--- config.mk ---
export PLATFORM = sky130hd
export DESIGN_NAME = direct_mapped_writeback_cache_unit
export DESIGN_NICKNAME = d
export VERILOG_FILES = /design/src/rtl/dmwb_pkg.sv /design/src/rtl/dmwb_front.sv /design/src/rtl/dmwb_queue.sv /design/src/rtl/dmwb_back.sv /design/src/rtl/direct_mapped_writeback_cache_unit.sv
export SDC_FILE = /design/constraint.sdc
export NUM_CORES = 1
export LEC_CHECK = 0
export BUFFER_PORTS_ARGS = -buffer_cell sky130_fd_sc_hd__buf_2
export CAP_MARGIN = 15
export CORE_MARGIN = 3
export CORE_UTILIZATION = 55
export CTS_BUF_LIST = sky130_fd_sc_hd__clkbuf_8 sky130_fd_sc_hd__clkbuf_16
export CTS_CLUSTER_SIZE = 14
export DETAILED_ROUTE_END_ITERATION = 12
export MAX_ROUTING_LAYER = met4
export PLACE_DENSITY_LB_ADDON = 0.2
export SLEW_MARGIN = 10
export SYNTH_ARGS = -nofsm -noshare
export SYNTH_HDL_FRONTEND = slang
export SYNTH_SLANG_ARGS = --single-unit
--- constraint.sdc ---
create_clock -name clk -period 5.68 [get_ports clk]
set_input_delay 0.284 -clock clk [delete_from_list [all_inputs] [get_ports clk]]
set_output_delay 0.284 -clock clk [all_outputs]
set_load 0.01 [all_outputs]
--- src/rtl/dmwb_pkg.sv ---
// Shared constants for the direct-mapped write-back cache.
// Used by every module of the block; no dependencies.
package dmwb_pkg;

  localparam int NUM_LINES_DEF = 4;
  localparam int MEM_WAIT_DEF  = 2;
  localparam int ADDR_BITS_DEF = 16;

  localparam int ADDR_PORT_W   = 16;
  localparam int WORD_W        = 32;
  localparam int QUEUE_DEPTH   = 2;
  localparam int RECIP_SHIFT   = 31;

  localparam logic [WORD_W-1:0] FILL_OFFSET = 32'd100;

endpackage

--- src/rtl/dmwb_front.sv ---
// Request front end: takes requests, masks the address and splits off the line index.
// Uses a reciprocal multiply plus one correction step. Depends on dmwb_pkg.
module dmwb_front import dmwb_pkg::*; #(
  parameter int NUM_LINES = NUM_LINES_DEF,
  parameter int ADDR_BITS = ADDR_BITS_DEF
) (
  input  logic                     clk,
  input  logic                     rst_n,
  input  logic                     push,
  output logic                     full,
  input  logic                     in_cmd,
  input  logic [ADDR_PORT_W-1:0]   in_address,
  input  logic signed [WORD_W-1:0] in_write_data,
  input  logic                     hold,
  output logic                     q_push,
  input  logic                     q_full,
  output logic [((ADDR_BITS < ADDR_PORT_W) ? ADDR_BITS : ADDR_PORT_W)
                + ((NUM_LINES > 1) ? $clog2(NUM_LINES) : 1) + WORD_W:0] q_wdata
);

  localparam int AW = (ADDR_BITS < ADDR_PORT_W) ? ADDR_BITS : ADDR_PORT_W;
  localparam int IW = (NUM_LINES > 1) ? $clog2(NUM_LINES) : 1;
  localparam logic [31:0] RECIP = 32'((64'd1 << RECIP_SHIFT) / NUM_LINES);

  logic                a_vld_r, a_vld_nxt;
  logic                a_cmd_r;
  logic [AW-1:0]       a_addr_r;
  logic [AW-1:0]       a_q_r;
  logic [WORD_W-1:0]   a_wdata_r;
  logic                a_load;
  logic [AW-1:0]       addr_m;
  logic [AW+31:0]      prod;
  logic [31:0]         qn;
  logic [31:0]         r0;
  logic [31:0]         rem;

  assign addr_m = in_address[AW-1:0];
  assign prod   = (AW+32)'(addr_m) * (AW+32)'(RECIP);

  assign full   = hold || (a_vld_r && q_full);
  assign a_load = push && !full;
  assign q_push = a_vld_r && !q_full;

  // quotient estimate is low by at most one; fold the remainder back once
  assign qn  = 32'(a_q_r) * 32'(NUM_LINES);
  assign r0  = 32'(a_addr_r) - qn;
  assign rem = (r0 >= 32'(NUM_LINES)) ? (r0 - 32'(NUM_LINES)) : r0;

  assign q_wdata = {a_cmd_r, a_addr_r, rem[IW-1:0], a_wdata_r};

  always_comb begin
    a_vld_nxt = a_vld_r;
    if (a_load) begin
      a_vld_nxt = 1'b1;
    end else if (q_push) begin
      a_vld_nxt = 1'b0;
    end
  end

  always_ff @(posedge clk) begin
    if (!rst_n) begin
      a_vld_r <= 1'b0;
    end else begin
      a_vld_r <= a_vld_nxt;
    end
  end

  always_ff @(posedge clk) begin
    if (a_load) begin
      a_cmd_r   <= in_cmd;
      a_addr_r  <= addr_m;
      a_q_r     <= prod[RECIP_SHIFT +: AW];
      a_wdata_r <= in_write_data;
    end
  end

endmodule

--- src/rtl/dmwb_queue.sv ---
// Short request queue between the front end and the line engine.
// Plain register FIFO; depends on dmwb_pkg for the default depth.
module dmwb_queue import dmwb_pkg::*; #(
  parameter int WIDTH = 8,
  parameter int DEPTH = QUEUE_DEPTH
) (
  input  logic             clk,
  input  logic             rst_n,
  input  logic             push,
  input  logic [WIDTH-1:0] wdata,
  output logic             full,
  input  logic             pop,
  output logic [WIDTH-1:0] rdata,
  output logic             empty
);

  localparam int PW = (DEPTH > 1) ? $clog2(DEPTH) : 1;
  localparam int CW = $clog2(DEPTH + 1);

  logic [WIDTH-1:0] slot_r [DEPTH];
  logic [PW-1:0]    wr_ptr_r, wr_ptr_nxt;
  logic [PW-1:0]    rd_ptr_r, rd_ptr_nxt;
  logic [CW-1:0]    count_r, count_nxt;
  logic             do_push, do_pop;

  assign full    = (count_r == CW'(DEPTH));
  assign empty   = (count_r == '0);
  assign do_push = push && !full;
  assign do_pop  = pop && !empty;
  assign rdata   = slot_r[rd_ptr_r];

  always_comb begin
    wr_ptr_nxt = wr_ptr_r;
    rd_ptr_nxt = rd_ptr_r;
    count_nxt  = count_r;
    if (do_push) begin
      wr_ptr_nxt = (wr_ptr_r == PW'(DEPTH - 1)) ? '0 : wr_ptr_r + PW'(1);
    end
    if (do_pop) begin
      rd_ptr_nxt = (rd_ptr_r == PW'(DEPTH - 1)) ? '0 : rd_ptr_r + PW'(1);
    end
    if (do_push && !do_pop) begin
      count_nxt = count_r + CW'(1);
    end else if (do_pop && !do_push) begin
      count_nxt = count_r - CW'(1);
    end
  end

  always_ff @(posedge clk) begin
    if (!rst_n) begin
      wr_ptr_r <= '0;
      rd_ptr_r <= '0;
      count_r  <= '0;
    end else begin
      wr_ptr_r <= wr_ptr_nxt;
      rd_ptr_r <= rd_ptr_nxt;
      count_r  <= count_nxt;
    end
  end

  always_ff @(posedge clk) begin
    if (do_push) begin
      slot_r[wr_ptr_r] <= wdata;
    end
  end

endmodule

--- src/rtl/dmwb_back.sv ---
// Line engine: line store, tag compare, write-back flag, fill and result register.
// Clears the line store after reset. Depends on dmwb_pkg.
module dmwb_back import dmwb_pkg::*; #(
  parameter int NUM_LINES = NUM_LINES_DEF,
  parameter int MEM_WAIT  = MEM_WAIT_DEF,
  parameter int ADDR_BITS = ADDR_BITS_DEF
) (
  input  logic                     clk,
  input  logic                     rst_n,
  input  logic                     q_empty,
  input  logic [((ADDR_BITS < ADDR_PORT_W) ? ADDR_BITS : ADDR_PORT_W)
                + ((NUM_LINES > 1) ? $clog2(NUM_LINES) : 1) + WORD_W:0] q_rdata,
  output logic                     q_pop,
  output logic                     hold,
  output logic                     empty,
  input  logic                     pop,
  output logic signed [WORD_W-1:0] out_read_data,
  output logic                     out_was_hit,
  output logic                     out_wrote_back
);

  localparam int AW = (ADDR_BITS < ADDR_PORT_W) ? ADDR_BITS : ADDR_PORT_W;
  localparam int IW = (NUM_LINES > 1) ? $clog2(NUM_LINES) : 1;
  localparam int QW = AW + IW + WORD_W + 1;
  localparam int WW = (MEM_WAIT > 0) ? $clog2(MEM_WAIT + 1) : 1;

  typedef enum logic [3:0] {
    S_CLEAR = 4'b0001,
    S_IDLE  = 4'b0010,
    S_LOOK  = 4'b0100,
    S_WAIT  = 4'b1000
  } state_t;

  typedef struct packed {
    logic              valid;
    logic              dirty;
    logic [AW-1:0]     addr;
    logic [WORD_W-1:0] word;
  } line_t;

  line_t             mem [NUM_LINES];
  line_t             rd_r;
  line_t             new_line;
  line_t             mem_wd;
  logic              mem_we, mem_re;
  logic [IW-1:0]     mem_wa;

  state_t            state_r, state_nxt;
  logic [IW-1:0]     clr_r, clr_nxt;
  logic [WW-1:0]     wait_r, wait_nxt;

  logic              req_cmd_r;
  logic [AW-1:0]     req_addr_r;
  logic [IW-1:0]     req_idx_r;
  logic [WORD_W-1:0] req_wdata_r;

  logic              res_valid_r, res_valid_nxt;
  logic [WORD_W-1:0] res_data_r, res_data_nxt;
  logic              res_hit_r, res_hit_nxt;
  logic              res_wb_r, res_wb_nxt;

  logic              q_cmd;
  logic [AW-1:0]     q_addr;
  logic [IW-1:0]     q_idx;
  logic [WORD_W-1:0] q_wdata;
  logic              hit;
  logic              wb;

  assign q_cmd   = q_rdata[QW-1];
  assign q_addr  = q_rdata[QW-2 -: AW];
  assign q_idx   = q_rdata[WORD_W +: IW];
  assign q_wdata = q_rdata[WORD_W-1:0];

  assign hit = rd_r.valid && (rd_r.addr == req_addr_r);
  assign wb  = !hit && rd_r.valid && rd_r.dirty;

  always_comb begin
    new_line.valid = 1'b1;
    new_line.addr  = req_addr_r;
    if (hit) begin
      new_line.dirty = rd_r.dirty || req_cmd_r;
      new_line.word  = req_cmd_r ? req_wdata_r : rd_r.word;
    end else begin
      new_line.dirty = req_cmd_r;
      new_line.word  = req_cmd_r ? req_wdata_r : (WORD_W'(req_addr_r) + FILL_OFFSET);
    end
  end

  always_comb begin
    state_nxt     = state_r;
    clr_nxt       = clr_r;
    wait_nxt      = wait_r;
    res_valid_nxt = res_valid_r && !pop;
    res_data_nxt  = res_data_r;
    res_hit_nxt   = res_hit_r;
    res_wb_nxt    = res_wb_r;
    mem_we        = 1'b0;
    mem_wa        = req_idx_r;
    mem_wd        = new_line;
    mem_re        = 1'b0;
    q_pop         = 1'b0;
    unique case (state_r)
      S_CLEAR: begin
        mem_we = 1'b1;
        mem_wa = clr_r;
        mem_wd = '0;
        if (clr_r == IW'(NUM_LINES - 1)) begin
          state_nxt = S_IDLE;
        end else begin
          clr_nxt = clr_r + IW'(1);
        end
      end
      S_IDLE: begin
        if (!q_empty && (!res_valid_r || pop)) begin
          q_pop     = 1'b1;
          mem_re    = 1'b1;
          state_nxt = S_LOOK;
        end
      end
      S_LOOK: begin
        mem_we       = 1'b1;
        res_data_nxt = new_line.word;
        res_hit_nxt  = hit;
        res_wb_nxt   = wb;
        if (!hit && (MEM_WAIT > 0)) begin
          wait_nxt  = WW'(MEM_WAIT - 1);
          state_nxt = S_WAIT;
        end else begin
          res_valid_nxt = 1'b1;
          state_nxt     = S_IDLE;
        end
      end
      S_WAIT: begin
        if (wait_r == '0) begin
          res_valid_nxt = 1'b1;
          state_nxt     = S_IDLE;
        end else begin
          wait_nxt = wait_r - WW'(1);
        end
      end
      default: begin
        state_nxt = S_IDLE;
      end
    endcase
  end

  always_ff @(posedge clk) begin
    if (!rst_n) begin
      state_r     <= S_CLEAR;
      clr_r       <= '0;
      res_valid_r <= 1'b0;
    end else begin
      state_r     <= state_nxt;
      clr_r       <= clr_nxt;
      res_valid_r <= res_valid_nxt;
    end
  end

  always_ff @(posedge clk) begin
    wait_r     <= wait_nxt;
    res_data_r <= res_data_nxt;
    res_hit_r  <= res_hit_nxt;
    res_wb_r   <= res_wb_nxt;
    if (q_pop) begin
      req_cmd_r   <= q_cmd;
      req_addr_r  <= q_addr;
      req_idx_r   <= q_idx;
      req_wdata_r <= q_wdata;
    end
  end

  always_ff @(posedge clk) begin
    if (mem_we) begin
      mem[mem_wa] <= mem_wd;
    end
  end

  always_ff @(posedge clk) begin
    if (mem_re) begin
      rd_r <= mem[q_idx];
    end
  end

  assign hold           = (state_r == S_CLEAR);
  assign empty          = !res_valid_r;
  assign out_read_data  = res_data_r;
  assign out_was_hit    = res_hit_r;
  assign out_wrote_back = res_wb_r;

`ifndef SYNTHESIS
  a_hit_no_wb: assert property (@(posedge clk) disable iff (!rst_n)
    res_valid_r |-> !(res_hit_r && res_wb_r))
    else $error("write-back flagged on a hit");

  a_look_after_idle: assert property (@(posedge clk) disable iff (!rst_n)
    (state_r == S_LOOK) |-> ($past(state_r) == S_IDLE))
    else $error("lookup entered without a dequeue");

  a_slot_free: assert property (@(posedge clk) disable iff (!rst_n)
    ((state_r == S_LOOK) || (state_r == S_WAIT)) |-> !res_valid_r)
    else $error("result register busy while a request is in flight");
`endif

endmodule

--- src/rtl/direct_mapped_writeback_cache_unit.sv ---
// Direct-mapped write-back, write-allocate cache with one-word lines. A request
// first passes a one-stage front end that splits off the line index, then waits in
// a two-entry queue for the line engine. The line engine reads the line store
// (one registered read) and writes it back the next cycle; a miss then also waits
// in the memory wait state when MEM_WAIT is above zero. This read-then-update of
// the single-port line store sets the sustained rate. On a hit the result passes
// the front register, a queue slot, the line read register and the result register
// on its way to the out_ ports. A result waits in an output register until popped.
// After reset the line store is cleared one line per cycle, while full stays high.
// Top level; depends on dmwb_pkg, dmwb_front, dmwb_queue and dmwb_back.
module direct_mapped_writeback_cache_unit import dmwb_pkg::*; #(
  parameter int NUM_LINES = NUM_LINES_DEF,
  parameter int MEM_WAIT  = MEM_WAIT_DEF,
  parameter int ADDR_BITS = ADDR_BITS_DEF
) (
  input  logic                     clk,
  input  logic                     rst_n,
  input  logic                     push,
  output logic                     full,
  input  logic                     in_cmd,
  input  logic [ADDR_PORT_W-1:0]   in_address,
  input  logic signed [WORD_W-1:0] in_write_data,
  output logic                     empty,
  input  logic                     pop,
  output logic signed [WORD_W-1:0] out_read_data,
  output logic                     out_was_hit,
  output logic                     out_wrote_back
);

  localparam int AW = (ADDR_BITS < ADDR_PORT_W) ? ADDR_BITS : ADDR_PORT_W;
  localparam int IW = (NUM_LINES > 1) ? $clog2(NUM_LINES) : 1;
  localparam int QW = AW + IW + WORD_W + 1;

  logic          hold;
  logic          q_push, q_full, q_pop, q_empty;
  logic [QW-1:0] q_wdata, q_rdata;

  dmwb_front #(
    .NUM_LINES (NUM_LINES),
    .ADDR_BITS (ADDR_BITS)
  ) u_front (
    .clk           (clk),
    .rst_n         (rst_n),
    .push          (push),
    .full          (full),
    .in_cmd        (in_cmd),
    .in_address    (in_address),
    .in_write_data (in_write_data),
    .hold          (hold),
    .q_push        (q_push),
    .q_full        (q_full),
    .q_wdata       (q_wdata)
  );

  dmwb_queue #(
    .WIDTH (QW),
    .DEPTH (QUEUE_DEPTH)
  ) u_queue (
    .clk   (clk),
    .rst_n (rst_n),
    .push  (q_push),
    .wdata (q_wdata),
    .full  (q_full),
    .pop   (q_pop),
    .rdata (q_rdata),
    .empty (q_empty)
  );

  dmwb_back #(
    .NUM_LINES (NUM_LINES),
    .MEM_WAIT  (MEM_WAIT),
    .ADDR_BITS (ADDR_BITS)
  ) u_back (
    .clk            (clk),
    .rst_n          (rst_n),
    .q_empty        (q_empty),
    .q_rdata        (q_rdata),
    .q_pop          (q_pop),
    .hold           (hold),
    .empty          (empty),
    .pop            (pop),
    .out_read_data  (out_read_data),
    .out_was_hit    (out_was_hit),
    .out_wrote_back (out_wrote_back)
  );

endmodule

[Yosys cells after proc, flatten, opt, wreduce, memory -nomap -nowiden]
Memories as Yosys holds them, arrays and structs flattened. A register that Yosys moved wholly into a read port is not among the register bits.
Cells that the tools add are included.
Storage, ports and cells
  memories: 2
  register bits after elaboration: 162
  RAM bits: 302
  bits in latches: 0
  input bits: 53
  memory bits (read-only): 0
Operators by class
  multiply operators: 0
  equality and inequality tests: 12
  $add $sub $neg: 9
  shift-type cells: 0
  multiplexer cells: 33
  bitwise logic cells: 1
  reduce and logical (&&, ||, !) cells: 32
  $lt $le $gt $ge: 1
  div/mod/pow operators: 0
Memory list
  u_back.mem: words 4, width 50, rd ports 1, clocked after memory_dff 1, write ports 1, line dmwb_back.sv:41  | line_t mem [NUM_LINES];
  u_queue.slot_r: words 2, width 51, rd ports 1, clocked after memory_dff 1, write ports 1, line dmwb_queue.sv:20  | logic [WIDTH-1:0] slot_r [DEPTH];
Operators with widths (count)
  32-bit two-way mux: 3
  50-bit two-way mux: 1
  32-bit by 3-bit >= comparator with 1-bit output (second input constant): 1
  16-bit by 7-bit adder with 17-bit output (second input constant): 1
  16-bit by 16-bit subtractor with 17-bit output: 1
  16-bit == test: 1
  1-bit two-way mux: 16
  4-bit two-way mux: 4
  4-bit case mux with 4 select lines: 1
  1-bit logical AND: 12
  2-bit two-way mux: 6
  1-bit zero test: 8
  2-bit by 1-bit != test with 1-bit output (second input constant): 3
  3-bit AND reduction: 2
  2-bit nonzero test: 3
  2-bit by 1-bit subtractor with 2-bit output (second input constant): 3
  2-bit by 1-bit adder with 2-bit output (second input constant): 2
  2-bit == test (second input constant): 2
  4-bit by 1-bit == test with 1-bit output (second input constant): 1
  4-bit by 2-bit == test with 1-bit output (second input constant): 1
  4-bit by 3-bit == test with 1-bit output (second input constant): 1
  4-bit == test (second input constant): 1
  2-bit zero test: 2
  2-bit != test (second input constant): 2
  7 further kinds: 10

[Logic depth before layout (Yosys ltp)]
  word-level depth: 9
  gate-level depth with buffers: 9
  gate-level depth less buffers: 8

[Modules after synthesis]
A second synthesis with hierarchy kept.
Second synthesis, totals
  cells, all modules: 941
  area total of the unflattened synthesis: 18726.7 um^2
Modules (own cells, without submodules)
  dmwb_back: times used 1, area each 13265.2 um^2, seq. area each 10259.8 um^2, cells each 698
  dmwb_queue: times used 1, area each 3901.2 um^2, seq. area each 3163.0 um^2, cells each 184
  dmwb_front: times used 1, area each 1560.2 um^2, seq. area each 1491.4 um^2, cells each 59

[Least setup slack after synthesis]
Ideal clock, no wire load.
  path kind: register to register
  from: reg u_back.state_r[1]
  to: reg u_queue.count_r[1]
  buffers on the path: 0
  arrival time: 6146 ps
  setup slack: -538 ps
  stages on the path, launching flop included: 9
  path through: dfxtp_1 nor2b_1 nand2_1 nor2_1 inv_1 ha_1 xor2_1 or3_1 a21oi_1
Between the ends
  word-level cells in the longest chain between the ends: 6
RTL lines
  from (decl): line dmwb_back.sv:48  | state_t state_r, state_nxt;
  from (signal assigned): line dmwb_back.sv:153  | state_r <= state_nxt;
  4-bit by 2-bit == test with 1-bit output *: line dmwb_back.sv:102  | unique case (state_r)
  1-bit two-way mux *: line dmwb_back.sv:102
  1-bit logical AND *: line dmwb_queue.sv:29  | assign do_pop = pop && !empty;
  1-bit zero test: line dmwb_queue.sv:42  | if (do_push && !do_pop) begin
  1-bit logical AND: line dmwb_queue.sv:42
  2-bit two-way mux or 2-bit nonzero test (tied branches)
  to (signal assigned): line dmwb_queue.sv:57  | count_r <= count_nxt;
  to (decl): line dmwb_queue.sv:23  | logic [CW-1:0] count_r, count_nxt;
Every way passes the cells marked *; elsewhere a longest branch is shown, timed or not.
A chain may end at the register's enable or synchronous reset.

[Worst setup path in the final report]
  from: reg u_back.state_r[1]
  to: mem u_back.mem[0][34] in the netlist's numbering (enable)
Between the ends
  word-level cells in the longest chain between the ends: 5
RTL lines
  4-bit by 1-bit == test with 1-bit output or 4-bit by 3-bit == test with 1-bit output (tied branches): line dmwb_back.sv:102
  2-bit OR reduction (no source line)
  1-bit two-way mux: line dmwb_back.sv:102
  1-bit two-way mux: line dmwb_back.sv:173  | if (mem_we) begin
  1-bit two-way mux (implied by the code): line dmwb_back.sv:174  | mem[mem_wa] <= mem_wd;
  to (decl): line dmwb_back.sv:41
Several ways; a longest one is shown, not always the timed one.

==> run metrics <==
number of DRC markers in iteration 0 910; CP arrival roughly 3.4 ns; Power Density 462 nW/µm²; first-pass GRT wire length 58100 µm; final period utilization 57.5%; R2R Setup Slk between 2 and 2.5 ns; Cell Area, Placed 19600 µm²; Worst Hold Depth 3; #FFs+latches synth 495; # DRC 0; CP Class register to register; NetSw 2710 µW; crit path buf inv count 3; setup TNS after final layout 0 ns; H-tree depth 2; Filler Cells Inserted 2238; r2r startpoint u_back.state_r[1]; Setup Skew 0.0204 ns; RSZ-0062 raised after global routing false; Port Buffer Count 88; YS warnings 0; Clock power frac 30.0%; Post-DP HPWL 20200 µm; hold endpoint u_front.a_vld_r; worst hold path class primary input to register; clk slew on worst S/H paths 0.06 ns; crit path cell chain nor4b_2 -> buf_4 -> inv_1 -> o32ai_4 -> buf_4; endpoint class of the critical path register; grt ovf 0; Post-CTS Repair Setup Buffers 0; site row count 66; Peak VDD IR 0.000384 V; switching share of total power 27.1%; CP dominant cell by count buf_4; synthesized area 18600 µm²; # nets final 1406; Max Clk Rate 306 MHz; setup violators final 0; DR WL/cell 20.6 µm; Seq pwr share 53.4%; CP peak stage delay 0.67 ns; Req. time, crit path 5.84 ns; status finished clean; max cap viols 0; layout cell share with drive strength beyond 1 17.4%; Seq/Total Area, Yosys 79.0%; cell with the most instances after synthesis edfxtp_1; Die W 190 µm; CP max FO 50; Hold Path Origin push; Reg2Reg Capture Point u_back.mem[0][34]; Clock Sinks 495; Synth top area share a little under 80%; area of the multi-input gates roughly 3700 µm²; vias in the first global route approximately 10000; combinational share of power 16.6%; leakage ~0.0077 µW; storage element area 14700 µm²; # IOs 89; synthesis-to-layout area growth 16.0%; maximum clock path buffer count 3; post-DR vias/cell 5.64; Yosys top cell by area edfxtp_1; syn_area_per_cell 15.5 µm²; initial antenna violation count 0; Inserted Diodes 0; Slew headroom 28.4%; Synth Flop Type edfxtp_1; GRT Util Overall between 20% and 30%; final instance area 21600 µm²; Startpoint Class register; R2R cell count 5; full die area 36100 µm²; synth cell count leaders edfxtp_1 (482), nand2_1 (258), a31oi_1 (56), and3_1 (51), clkbuf_1 (48); Initial Util 56.6%; chip height 190 µm; CTS tree built; ANT nets after route 0; pins over their slew limit 0; Core ar. 32900 µm²; DRT Pass-1 Iters 5; delay-heaviest family, CP buffers and inverters; worst-margin pin slew approximately 1.1 ns; Worst Hold Margin 0.0628 ns; Final Hold Fails 0; final wirelength 37600 µm; Critical-path top delay cell buf_4; largest net degree at the start of global routing 82; asr flop ratio synth 0%; clock latency reported for the late side of the worst-skew pair about 0.55 ns; Final Wtd Congestion 0.784; Cell variety after synth 42; Area contributors post-synth edfxtp_1 (78%), nand2_1 (5.2%), mux2_2 (2.8%), a31oi_1 (1.9%), and3_1 (1.7%); number of CTS-inserted buffers 48; cells after synthesis approximately 1200; Synth Net Count 1260; Internal around 7300 µW; routed via count around 10000; CTS root buffer clkbuf_16; number of flops mapped to enable cells by yosys 482; minimum clock period 3.27 ns
[worst reg2reg max path: stages (launching register included)]
cell	delay (ns)
dfxtp_1	0.34
nor4b_2	0.27
buf_4	0.61
inv_1	0.62
o32ai_4	0.35
buf_4	0.67
[sequential cells by signal (all words and copies together), names as in the netlist, 2 cells and up, named ones only]
signal and flops:
u_back.rd_r 50, u_back.req_addr_r 15, u_front.a_wdata_r 32, u_queue.slot_r 98, u_front.a_addr_r 16, u_queue.count_r 2, u_back.out_read_data 32, u_back.mem 200
u_back.req_wdata_r 32, u_back.state_r 4, u_back.wait_r 2, u_back.clr_r 2
[cells by family after synthesis]
logic type / count (synthesis) / share of synthesized area, %
mux: 56 / 3.32
fa+ha+maj: 4 / 0.268
flops: 495 / 79.0
xor+xnor: 32 / 1.50
compound gates: 129 / 4.34
buf+inv: 83 / 1.83
simple gates: 404 / 9.72
[timing repair]
action,CTS,global route
hold buffers,50,0
hold endpoints to repair,51,0
resized for setup,0,0
[layer usage]
layer  global-route usage [%]  part of all wire [%]  vias up
met5                        -                     0        -
met4                     5.15                   1.6        0
met3                     2.82                   6.9       51
met2                     34.7                    48      374
met1                     30.1                    43     5124
li1                         -                     -     4764
[cell usage in the layout (no fill, tap or decap), types with 18 or more instances in the layout]
cell and count:
and3_1 50, inv_1 21, buf_2 88, a31oi_1 56, clkbuf_16 48, a21oi_1 34, buf_4 18, mux2_2 47
nor2_1 23, xnor2_1 22, dlygate4sd3_1 50, nand3_1 31, edfxtp_1 482, nand2_1 258
[power groups by stage]
| stage | Sequential [µW] | Clock, µW | Combinational [µW] |
|---|---|---|---|
| after floorplan | 5380 | 0 | 1070 |
| after CTS | 5330 | 3050 | 1660 |
| final | 5340 | 3000 | 1650 |
| after detailed placement | 5410 | 0 | 1630 |
| after global routing | 5390 | 3200 | 1820 |
| after global placement | 5370 | 0 | 1590 |
[per-stage QoR]
stage | worst slack (ns) | total power [µW] | std cells | util (%)
floorplan | 0.181 | 6450 | 1203 | -
global placement | 2.44 | 6960 | 1691 | 59.6
finish | 2.41 | 9990 | 1829 | 65.7
detailed placement | 2.43 | 7040 | 1691 | 59.6
CTS | 2.41 | 10000 | 1829 | 65.7
global route | 2.27 | 10400 | 1829 | 65.7
[how the worst max path moves through the flow]
stage / start / endpoint / slack (ns) / cells after the start
3_3_place_gp: u_back.state_r[1] / u_back.mem[0][17] / 2.44 / 5
6_report: u_back.state_r[1] / u_back.mem[0][34] / 2.41 / 5
4_1_cts: u_back.state_r[1] / u_back.mem[0][45] / 2.41 / 5
5_1_grt: u_back.state_r[1] / u_back.mem[0][45] / 2.27 / 5
2_1_floorplan: u_back.state_r[1] / u_back.mem[0][0] / 0.18 / 4
3_5_place_dp: u_back.state_r[1] / u_back.mem[0][12] / 2.43 / 5
[layout make-up]
class                           instances  area share (%)
Inverter                               23           0.405
Clock inverter                         40            1.37
Sequential cell                       495            68.1
Multi-Input combinational cell        625            17.0
Tap cell                              442            2.56
Timing Repair Buffer                  156            4.97
Clock buffer                           48            5.55
Note: power is estimated with default switching activity, not from simulation.
